## src/rtl/core/coe_pkg.sv

```systemverilog
// shared types and constants for the clock offset estimator
// no dependencies
package coe_pkg;

  // input word: one timestamp exchange
  typedef struct packed {
    logic [63:0] send_time;
    logic [63:0] master_time;
    logic [63:0] receive_time;
    logic [2:0]  cpu_index;
    logic        last_sample;
  } coe_in_t;

  // result word
  typedef struct packed {
    logic        [63:0] round_trip;
    logic signed [63:0] master_lead;
    logic signed [63:0] offset_estimate;
  } coe_out_t;

  // kept sample of a round, with its span
  typedef struct packed {
    logic [63:0] snd;
    logic [63:0] rcv;
    logic [63:0] mst;
    logic [63:0] span;
  } coe_smp_t;

  // end-of-round values before filtering
  typedef struct packed {
    logic [63:0] round_trip;
    logic [63:0] master_lead;
    logic [63:0] raw_offset;
  } coe_res_t;

  localparam logic [63:0] SPAN_INIT = {64{1'b1}};
  localparam logic [63:0] RCV_INIT  = {64{1'b1}};

  // divide by five: n = a*2^17 + b = 5*(26214*a) + (2a + b)
  localparam int          DIV_LO_W   = 17;
  localparam logic [14:0] DIV_HI_MUL = 15'd26214;
  localparam logic [19:0] RECIP5     = 20'd838861;   // ceil(2^22 / 5)
  localparam int          RECIP_SH   = 22;
  localparam int          DIV_LAT    = 4;

endpackage

```

## src/rtl/core/coe_best.sv

```systemverilog
// input register and per-round minimum round-trip tracking
// depends on coe_pkg
module coe_best #(
  parameter int TAG_W = 3
) (
  input  logic              clk,
  input  logic              rst_n,
  input  logic              en,
  input  logic              acc,
  input  coe_pkg::coe_in_t  in_word,
  input  logic [TAG_W-1:0]  in_tag,
  output logic              kept_vld,
  output coe_pkg::coe_smp_t kept,
  output logic [TAG_W-1:0]  kept_tag,
  output logic              pend_last
);
  import coe_pkg::*;

  logic             v1_r;
  logic             last1_r;
  logic [TAG_W-1:0] tag1_r;
  coe_smp_t         smp1_r;
  coe_smp_t         best_r;
  coe_smp_t         sel;
  logic             better;
  logic             v2_r;
  coe_smp_t         k2_r;
  logic [TAG_W-1:0] tag2_r;

  // strict compare so ties keep the earlier sample
  assign better = smp1_r.span < best_r.span;
  assign sel    = better ? smp1_r : best_r;

  always_ff @(posedge clk) begin
    if (!rst_n) begin
      v1_r        <= 1'b0;
      v2_r        <= 1'b0;
      best_r.snd  <= '0;
      best_r.rcv  <= RCV_INIT;
      best_r.mst  <= '0;
      best_r.span <= SPAN_INIT;
    end else if (en) begin
      v1_r <= acc;
      v2_r <= v1_r && last1_r;
      if (v1_r) begin
        if (last1_r) begin
          best_r.snd  <= '0;
          best_r.rcv  <= RCV_INIT;
          best_r.mst  <= '0;
          best_r.span <= SPAN_INIT;
        end else if (better) begin
          best_r <= smp1_r;
        end
      end
    end
  end

  always_ff @(posedge clk) begin
    if (en) begin
      if (acc) begin
        smp1_r.snd  <= in_word.send_time;
        smp1_r.rcv  <= in_word.receive_time;
        smp1_r.mst  <= in_word.master_time;
        smp1_r.span <= in_word.receive_time - in_word.send_time;
        last1_r     <= in_word.last_sample;
        tag1_r      <= in_tag;
      end
      k2_r   <= sel;
      tag2_r <= tag1_r;
    end
  end

  assign kept_vld  = v2_r;
  assign kept      = k2_r;
  assign kept_tag  = tag2_r;
  assign pend_last = (v1_r && last1_r) || v2_r;

endmodule

```

## src/rtl/core/coe_raw.sv

```systemverilog
// master lead and overflow-free midpoint offset, two stages
// depends on coe_pkg
module coe_raw #(
  parameter int TAG_W = 3
) (
  input  logic              clk,
  input  logic              rst_n,
  input  logic              en,
  input  logic              kept_vld,
  input  coe_pkg::coe_smp_t kept,
  input  logic [TAG_W-1:0]  kept_tag,
  output logic              res_vld,
  output coe_pkg::coe_res_t res,
  output logic [TAG_W-1:0]  res_tag,
  output logic              pend_last
);
  import coe_pkg::*;

  logic             v3_r;
  logic [63:0]      lead3_r;
  logic [63:0]      mid3_r;
  logic [63:0]      mst3_r;
  logic [63:0]      span3_r;
  logic [TAG_W-1:0] tag3_r;
  logic             v4_r;
  coe_res_t         res4_r;
  logic [TAG_W-1:0] tag4_r;

  always_ff @(posedge clk) begin
    if (!rst_n) begin
      v3_r <= 1'b0;
      v4_r <= 1'b0;
    end else if (en) begin
      v3_r <= kept_vld;
      v4_r <= v3_r;
    end
  end

  always_ff @(posedge clk) begin
    if (en) begin
      lead3_r <= kept.mst - kept.snd;
      // halves summed, plus one when both are odd
      mid3_r  <= (kept.snd >> 1) + (kept.rcv >> 1) + 64'(kept.snd[0] & kept.rcv[0]);
      mst3_r  <= kept.mst;
      span3_r <= kept.span;
      tag3_r  <= kept_tag;
      res4_r.round_trip  <= span3_r;
      res4_r.master_lead <= lead3_r;
      res4_r.raw_offset  <= mid3_r - mst3_r;
      tag4_r  <= tag3_r;
    end
  end

  assign res_vld   = v4_r;
  assign res       = res4_r;
  assign res_tag   = tag4_r;
  assign pend_last = v3_r || v4_r;

endmodule

```

## src/rtl/core/coe_div5.sv

```systemverilog
// signed divide by five, truncating toward zero, four register stages
// depends on coe_pkg
module coe_div5 (
  input  logic        clk,
  input  logic        en,
  input  logic [34:0] x,
  output logic [31:0] q
);
  import coe_pkg::*;

  logic        neg1_r, neg2_r, neg3_r, neg4_r;
  logic [33:0] n1_r;
  logic [31:0] p2_r, p3_r;
  logic [18:0] t2_r;
  logic [38:0] m3_r;
  logic [31:0] q4_r;
  logic [16:0] hi;
  logic [16:0] lo;

  assign hi = n1_r[33:DIV_LO_W];
  assign lo = n1_r[DIV_LO_W-1:0];

  always_ff @(posedge clk) begin
    if (en) begin
      neg1_r <= x[34];
      n1_r   <= 34'(x[34] ? (35'd0 - x) : x);
      neg2_r <= neg1_r;
      p2_r   <= 32'(hi * DIV_HI_MUL);
      t2_r   <= {1'b0, hi, 1'b0} + 19'(lo);
      neg3_r <= neg2_r;
      p3_r   <= p2_r;
      m3_r   <= 39'(t2_r * RECIP5);
      neg4_r <= neg3_r;
      q4_r   <= p3_r + 32'(m3_r >> RECIP_SH);
    end
  end

  assign q = neg4_r ? (32'd0 - q4_r) : q4_r;

endmodule

```

## src/rtl/core/clock_offset_estimator.sv

```systemverilog
// clock offset estimator top level: keep the shortest exchange of a round,
// emit round trip, master lead and a raw or per-cpu filtered offset
// depends on coe_pkg, coe_best, coe_raw, coe_div5
//
//   channel  direction  handshake            word
//   in_      input      in_valid / in_stall  coe_in_t  (one timestamp exchange)
//   out_     output     out_valid / out_stall coe_out_t (one result per round)
//   cfg_     input      cfg_we               raw_mode bit
//
// one exchange accepted per cycle while in_stall is low; out_valid rises once the last word
// of a round has passed the input, keep, raw, numerator, divider and output registers
// in filtered mode a last word is held off while an earlier last word is still
// in the pipe ahead of its filter write, since the per-cpu entry it reads is
// written only at the end
// reset is synchronous: round state, filter entries and raw_mode are cleared
// a stalled result freezes the whole pipe and raises in_stall while it is held
module clock_offset_estimator #(
  parameter int CPU_COUNT = 8
) (
  input  logic              clk,
  input  logic              rst_n,
  input  logic              in_valid,
  output logic              in_stall,
  input  coe_pkg::coe_in_t  in_word,
  output logic              out_valid,
  input  logic              out_stall,
  output coe_pkg::coe_out_t out_word,
  input  logic              cfg_we,
  input  logic              cfg_wdata
);
  import coe_pkg::*;

  // cpu_index is 3 bits, so at most eight entries are reachable
  localparam int          FILT_N  = (CPU_COUNT < 8) ? CPU_COUNT : 8;
  localparam int          FILT_W  = (FILT_N > 1) ? $clog2(FILT_N) : 1;
  localparam logic [6:0]  CPU_C7  = 7'(CPU_COUNT);

  // cpu_index modulo CPU_COUNT by repeated subtraction (narrow value), exact when CPU_COUNT is at least two
  function automatic logic [FILT_W-1:0] cpu_reduce(input logic [2:0] v);
    logic [6:0] t;
    t = {4'd0, v};
    for (int k = 0; k < 4; k++) begin
      if (t >= CPU_C7) begin
        t = t - CPU_C7;
      end
    end
    return t[FILT_W-1:0];
  endfunction

  logic              raw_mode_r;
  logic              adv;
  logic              acc;
  logic              hazard;
  logic              pend_b, pend_r;
  logic              kept_vld;
  coe_smp_t          kept;
  logic [FILT_W-1:0] kept_tag;
  logic              res_vld;
  coe_res_t          res;
  logic [FILT_W-1:0] res_tag;
  logic [31:0]       filt_r [FILT_N];
  logic [31:0]       old_f;
  logic              v5_r;
  coe_res_t          res5_r;
  logic [FILT_W-1:0] cpu5_r;
  logic [34:0]       x5_r;
  logic              sv_r   [DIV_LAT];
  coe_res_t          sres_r [DIV_LAT];
  logic [FILT_W-1:0] scpu_r [DIV_LAT];
  logic              side_pend;
  logic [31:0]       f_q;
  logic              out_valid_r;
  coe_out_t          out_word_r;

  // whole pipe moves unless a finished result is held
  assign adv = !out_valid_r || !out_stall;

  // last words in flight from the numerator register up to the filter write
  always_comb begin
    side_pend = v5_r;
    for (int i = 0; i < DIV_LAT; i++) begin
      side_pend = side_pend | sv_r[i];
    end
  end

  assign hazard   = in_word.last_sample && !raw_mode_r && (pend_b || pend_r || side_pend);
  assign in_stall = !adv || hazard;
  assign acc      = in_valid && !in_stall;

  always_ff @(posedge clk) begin
    if (!rst_n) begin
      raw_mode_r <= 1'b0;
    end else if (cfg_we) begin
      raw_mode_r <= cfg_wdata;
    end
  end

  // input register and minimum span keep
  coe_best #(.TAG_W(FILT_W)) u_best (
    .clk       (clk),
    .rst_n     (rst_n),
    .en        (adv),
    .acc       (acc),
    .in_word   (in_word),
    .in_tag    (cpu_reduce(in_word.cpu_index)),
    .kept_vld  (kept_vld),
    .kept      (kept),
    .kept_tag  (kept_tag),
    .pend_last (pend_b)
  );

  // lead and raw midpoint offset
  coe_raw #(.TAG_W(FILT_W)) u_raw (
    .clk       (clk),
    .rst_n     (rst_n),
    .en        (adv),
    .kept_vld  (kept_vld),
    .kept      (kept),
    .kept_tag  (kept_tag),
    .res_vld   (res_vld),
    .res       (res),
    .res_tag   (res_tag),
    .pend_last (pend_r)
  );

  // filter numerator: 4*old + low 32 bits of raw, both sign extended
  assign old_f = filt_r[res_tag];

  always_ff @(posedge clk) begin
    if (!rst_n) begin
      v5_r <= 1'b0;
      for (int i = 0; i < DIV_LAT; i++) begin
        sv_r[i] <= 1'b0;
      end
    end else if (adv) begin
      v5_r    <= res_vld;
      sv_r[0] <= v5_r;
      for (int i = 1; i < DIV_LAT; i++) begin
        sv_r[i] <= sv_r[i-1];
      end
    end
  end

  always_ff @(posedge clk) begin
    if (adv) begin
      res5_r    <= res;
      cpu5_r    <= res_tag;
      x5_r      <= {old_f[31], old_f, 2'b00} + {{3{res.raw_offset[31]}}, res.raw_offset[31:0]};
      sres_r[0] <= res5_r;
      scpu_r[0] <= cpu5_r;
      for (int i = 1; i < DIV_LAT; i++) begin
        sres_r[i] <= sres_r[i-1];
        scpu_r[i] <= scpu_r[i-1];
      end
    end
  end

  // (8*old + 2*new)/10 is the same as (4*old + new)/5
  coe_div5 u_div5 (
    .clk (clk),
    .en  (adv),
    .x   (x5_r),
    .q   (f_q)
  );

  // output register and filter write-back
  always_ff @(posedge clk) begin
    if (!rst_n) begin
      out_valid_r <= 1'b0;
      for (int i = 0; i < FILT_N; i++) begin
        filt_r[i] <= '0;
      end
    end else if (adv) begin
      out_valid_r <= sv_r[DIV_LAT-1];
      if (sv_r[DIV_LAT-1] && !raw_mode_r) begin
        filt_r[scpu_r[DIV_LAT-1]] <= f_q;
      end
    end
  end

  always_ff @(posedge clk) begin
    if (adv) begin
      out_word_r.round_trip  <= sres_r[DIV_LAT-1].round_trip;
      out_word_r.master_lead <= sres_r[DIV_LAT-1].master_lead;
      out_word_r.offset_estimate <= raw_mode_r ? sres_r[DIV_LAT-1].raw_offset
                                               : {{32{f_q[31]}}, f_q};
    end
  end

  assign out_valid = out_valid_r;
  assign out_word  = out_word_r;

endmodule

```

## config.mk

```make
export PLATFORM = sky130hd
export DESIGN_NAME = clock_offset_estimator
export DESIGN_NICKNAME = d
export VERILOG_FILES = /design/src/rtl/core/coe_pkg.sv /design/src/rtl/core/coe_best.sv /design/src/rtl/core/coe_raw.sv /design/src/rtl/core/coe_div5.sv /design/src/rtl/core/clock_offset_estimator.sv
export SDC_FILE = /design/constraint.sdc
export NUM_CORES = 2
export LEC_CHECK = 0
export ABC_AREA = 1
export BUFFER_PORTS_ARGS = -buffer_cell sky130_fd_sc_hd__buf_2
export CAP_MARGIN = 30
export CELL_PAD_IN_SITES_DETAIL_PLACEMENT = 2
export CELL_PAD_IN_SITES_GLOBAL_PLACEMENT = 2
export CORE_UTILIZATION = 46
export CTS_CLUSTER_SIZE = 28
export DETAILED_ROUTE_END_ITERATION = 16
export GPL_TIMING_DRIVEN = 0
export PLACE_DENSITY_LB_ADDON = 0.1
export SLEW_MARGIN = 0
export SYNTH_ARGS = -nofsm -noshare
export SYNTH_HDL_FRONTEND = slang
export SYNTH_SLANG_ARGS = --single-unit
```

## constraint.sdc

```tcl
create_clock -name clk -period 71.6 [get_ports clk]
set_input_delay 14.32 -clock clk [delete_from_list [all_inputs] [get_ports clk]]
set_output_delay 14.32 -clock clk [all_outputs]
set_load 0.01 [all_outputs]
```

==> impl_metrics.yaml <==
outcome:
  status: "finished with violations"
  violations: "capacitance limit, slew limit"
synthesis:
  synth.distinct_cells: 60
  synthCells: 11545
  yosysSeqAreaShare_pct: 63.5
  synth_seq_cells: 2865
  synthTopCellsByArea: "edfxtp_1 (59%), ha_1 (6.1%), nand2_1 (5.3%)"
  synth_top_area_share_pct: 59.4
  synth_area_mm2: 0.131
  async_flop_share_pct: 0
  avgSynthCellArea_um2: 11.4
  synth_edf_count: 2596
  yosys.area.top_type: "edfxtp_1"
  synth_fp_nets: 12573
  synthTopCellsByCount: "edfxtp_1 (2596), nand2_1 (1869), inv_1 (1482), nor2_1 (1077), a21oi_1 (797)"
  synthFlopType: "edfxtp_1"
  yosysMostFrequentCell: "edfxtp_1"
  yosys_warnings: 0
grt:
  grt_overflow_total: 0
  grt_max_degree: 141
  first_global_vias: 111663
  grt_pass1_wl_um: 845000
  grtUsageTotal_pct: 41.6
  antenna_found_initial: 64
setup_path:
  cp.arrival_ns: 16.42
  cp_max_fo: 119
  cp-start-kind: "input pin"
  cp.required_ns: 57.28
  worst-setup-path-type: "in -> out"
  end_kind: "output port"
placement:
  numPortBuffers: 394
  dp_hpwl_um: 411000
  pre_cts_ws_ns: 40.77
  gp_congestion: 0.929
  dp_cells: 15727
drt:
  first_pass_iters: 9
  routed-via-count: 105951
  vias_per_cell: 6.46
  ant_nets: 0
  drc_errors: 0
  drt-total-wl_um: 659000
  wire_per_inst_um: 40.2
  drt-initial-drc-count: 12752
clock_network:
  postCtsHoldBufs: 0
  numClockSinks: 2865
  htree_levels: 5
  post_cts_resized: 0
  cts_root_buf: "clkbuf_16"
  clk_path_buf_depth: 4
  cts_tree: "built"
  cts-buffers-inserted: 320
  clk_latency_ns: 1.08
  post_cts_buffers: 0
  clk_pin_slew_ns: 0.06
timing:
  period_share_pct: 42.9
  tns_ns: 0
  worstMarginPinSlew_ns: 2.53
  min_period_ns: 30.74
  hold_viol: 0
  slew_headroom_pct: -69.2
  skew_ns: 0.134
  setup_violations: 0
  fin_ws_ns: 40.86
  rsz0062_at_grt: "no"
  slew_violations: 46
  fmax_mhz: 32.5
cells_and_area:
  layout.nets: 13356
  instances_no_fill: 16411
  layout-drive-gt1-share_pct: 8.98
  fillCellCount: 27424
  areaGrowthSynthToFinish_pct: 14.2
floorplanning:
  dieWidth_um: 536
  rows: 195
  num_io_pins: 396
  initial_utilization_pct: 46.4
  coreArea_mm2: 0.283
  die_area_mm2: 0.288
  die_h_um: 536
flow_run:
  cap_violations: 10
worst_hold_path:
  hp-class: "reg -> reg"
==> cell families (layout without fill, tap and decap cells) <==
group | count (synthesis) | in the layout | share of synthesized area [%]
AND/OR/NAND/NOR | 4046 | 4046 | 12.9
buffers and inverters | 1779 | 2832 | 5.23
adder cells (fa/ha/maj) | 826 | 826 | 8.90
flip-flops | 2865 | 2865 | 63.5
XOR/XNOR | 389 | 389 | 2.62
other | 0 | 70 | 0
AO/OA/AOI/OAI | 1640 | 1640 | 6.88
==> flip-flops by register name, indices dropped and copies added, names as in the netlist, 192 cells and up, named ones only <==
signal and cells:
u_raw.res 192, u_best.smp1_r 256, sres_r 765, filt_r 256, res5_r 192, out_word 192
u_best.kept 256, u_best.best_r 256
==> layout make-up <==
cell class / count / area (um2) / area share [%]
clock inverter: 173 / 1930 / 1.29
antenna: 70 / 175 / 0.117
clock buffer: 419 / 8620 / 5.75
timing repair buffer: 461 / 3130 / 2.08
inverter: 1502 / 5650 / 3.76
buffer: 277 / 1230 / 0.819
multi-input combinational: 6901 / 41200 / 27.5
tap: 3743 / 4680 / 3.12
sequential: 2865 / 83300 / 55.6
==> layer usage <==
metal / GRT usage [%] / part of all wire, % / routed length, um
met5: 0 / 0.14 / 906
met3: 8.33 / 9.3 / 61200
met2: 70.5 / 47 / 307000
met1: 44.7 / 33 / 216000
met4: 35.7 / 11 / 74300
==> stage by stage <==
stage / area (um2) / utilization (%) / hold slack [ns]
finish: 150000 / 53.0 / 0.342
global route: 150000 / 53.0 / 0.373
CTS: 149000 / 52.8 / 0.374
detailed placement: 139000 / 49.1 / 0.405
global placement: 138000 / 48.8 / 0.401
floorplan: 131000 / - / 0.400
==> worst paths after layout <==
| check | from | endpoint | slack (ns) | cells after the start |
|---|---|---|---|---|
| worst max register to register | flop | x5_r[22]$_DFFE_PN_ | 63.68 | 18 |
| worst min register to register | sres_r[2][86]$_DFFE_PN_ | sres_r[3][86]$_DFFE_PN_ | 0.34 | 0 |
| worst min-delay path | sres_r[2][86]$_DFFE_PN_ | sres_r[3][86]$_DFFE_PN_ | 0.34 | 0 |
| worst max-delay path | out_stall | in_stall | 40.86 | 6 |
==> layout by cell type (no fill, tap or decap), drive strengths merged, types with 23 or more instances in the layout <==
| cell | Yosys | layout |
|---|---|---|
| edfxtp | 2596 | 2596 |
| nand2 | 1904 | 1904 |
| inv | 1490 | 1501 |
| nor2 | 1083 | 1083 |
| a21oi | 801 | 801 |
| nand3 | 725 | 725 |
| ha | 645 | 645 |
| buf | 120 | 581 |
| clkbuf | 157 | 576 |
| o21ai | 492 | 492 |
| dfxtp | 269 | 269 |
| xor2 | 255 | 255 |
| fa | 181 | 181 |
| clkinv | 12 | 137 |
| and2 | 136 | 136 |
| xnor2 | 134 | 134 |
| nor3 | 90 | 90 |
| a31oi | 87 | 87 |
| diode | 0 | 70 |
| o21bai | 52 | 52 |
| a21o | 48 | 48 |
| a21boi | 44 | 44 |
| o22ai | 41 | 41 |
| nand4 | 41 | 41 |
| nor4 | 30 | 30 |
| bufinv | 0 | 23 |
==> critical path: stages <==
cell and delay (ns):
buf_2 0.13, nand2_8 0.55, buf_16 0.51, buf_16 0.56, nand2_1 0.11, buf_2 0.17
Power is not shown: default switching activity piles up to over one toggle a cycle in this logic, so the estimate is an artifact.
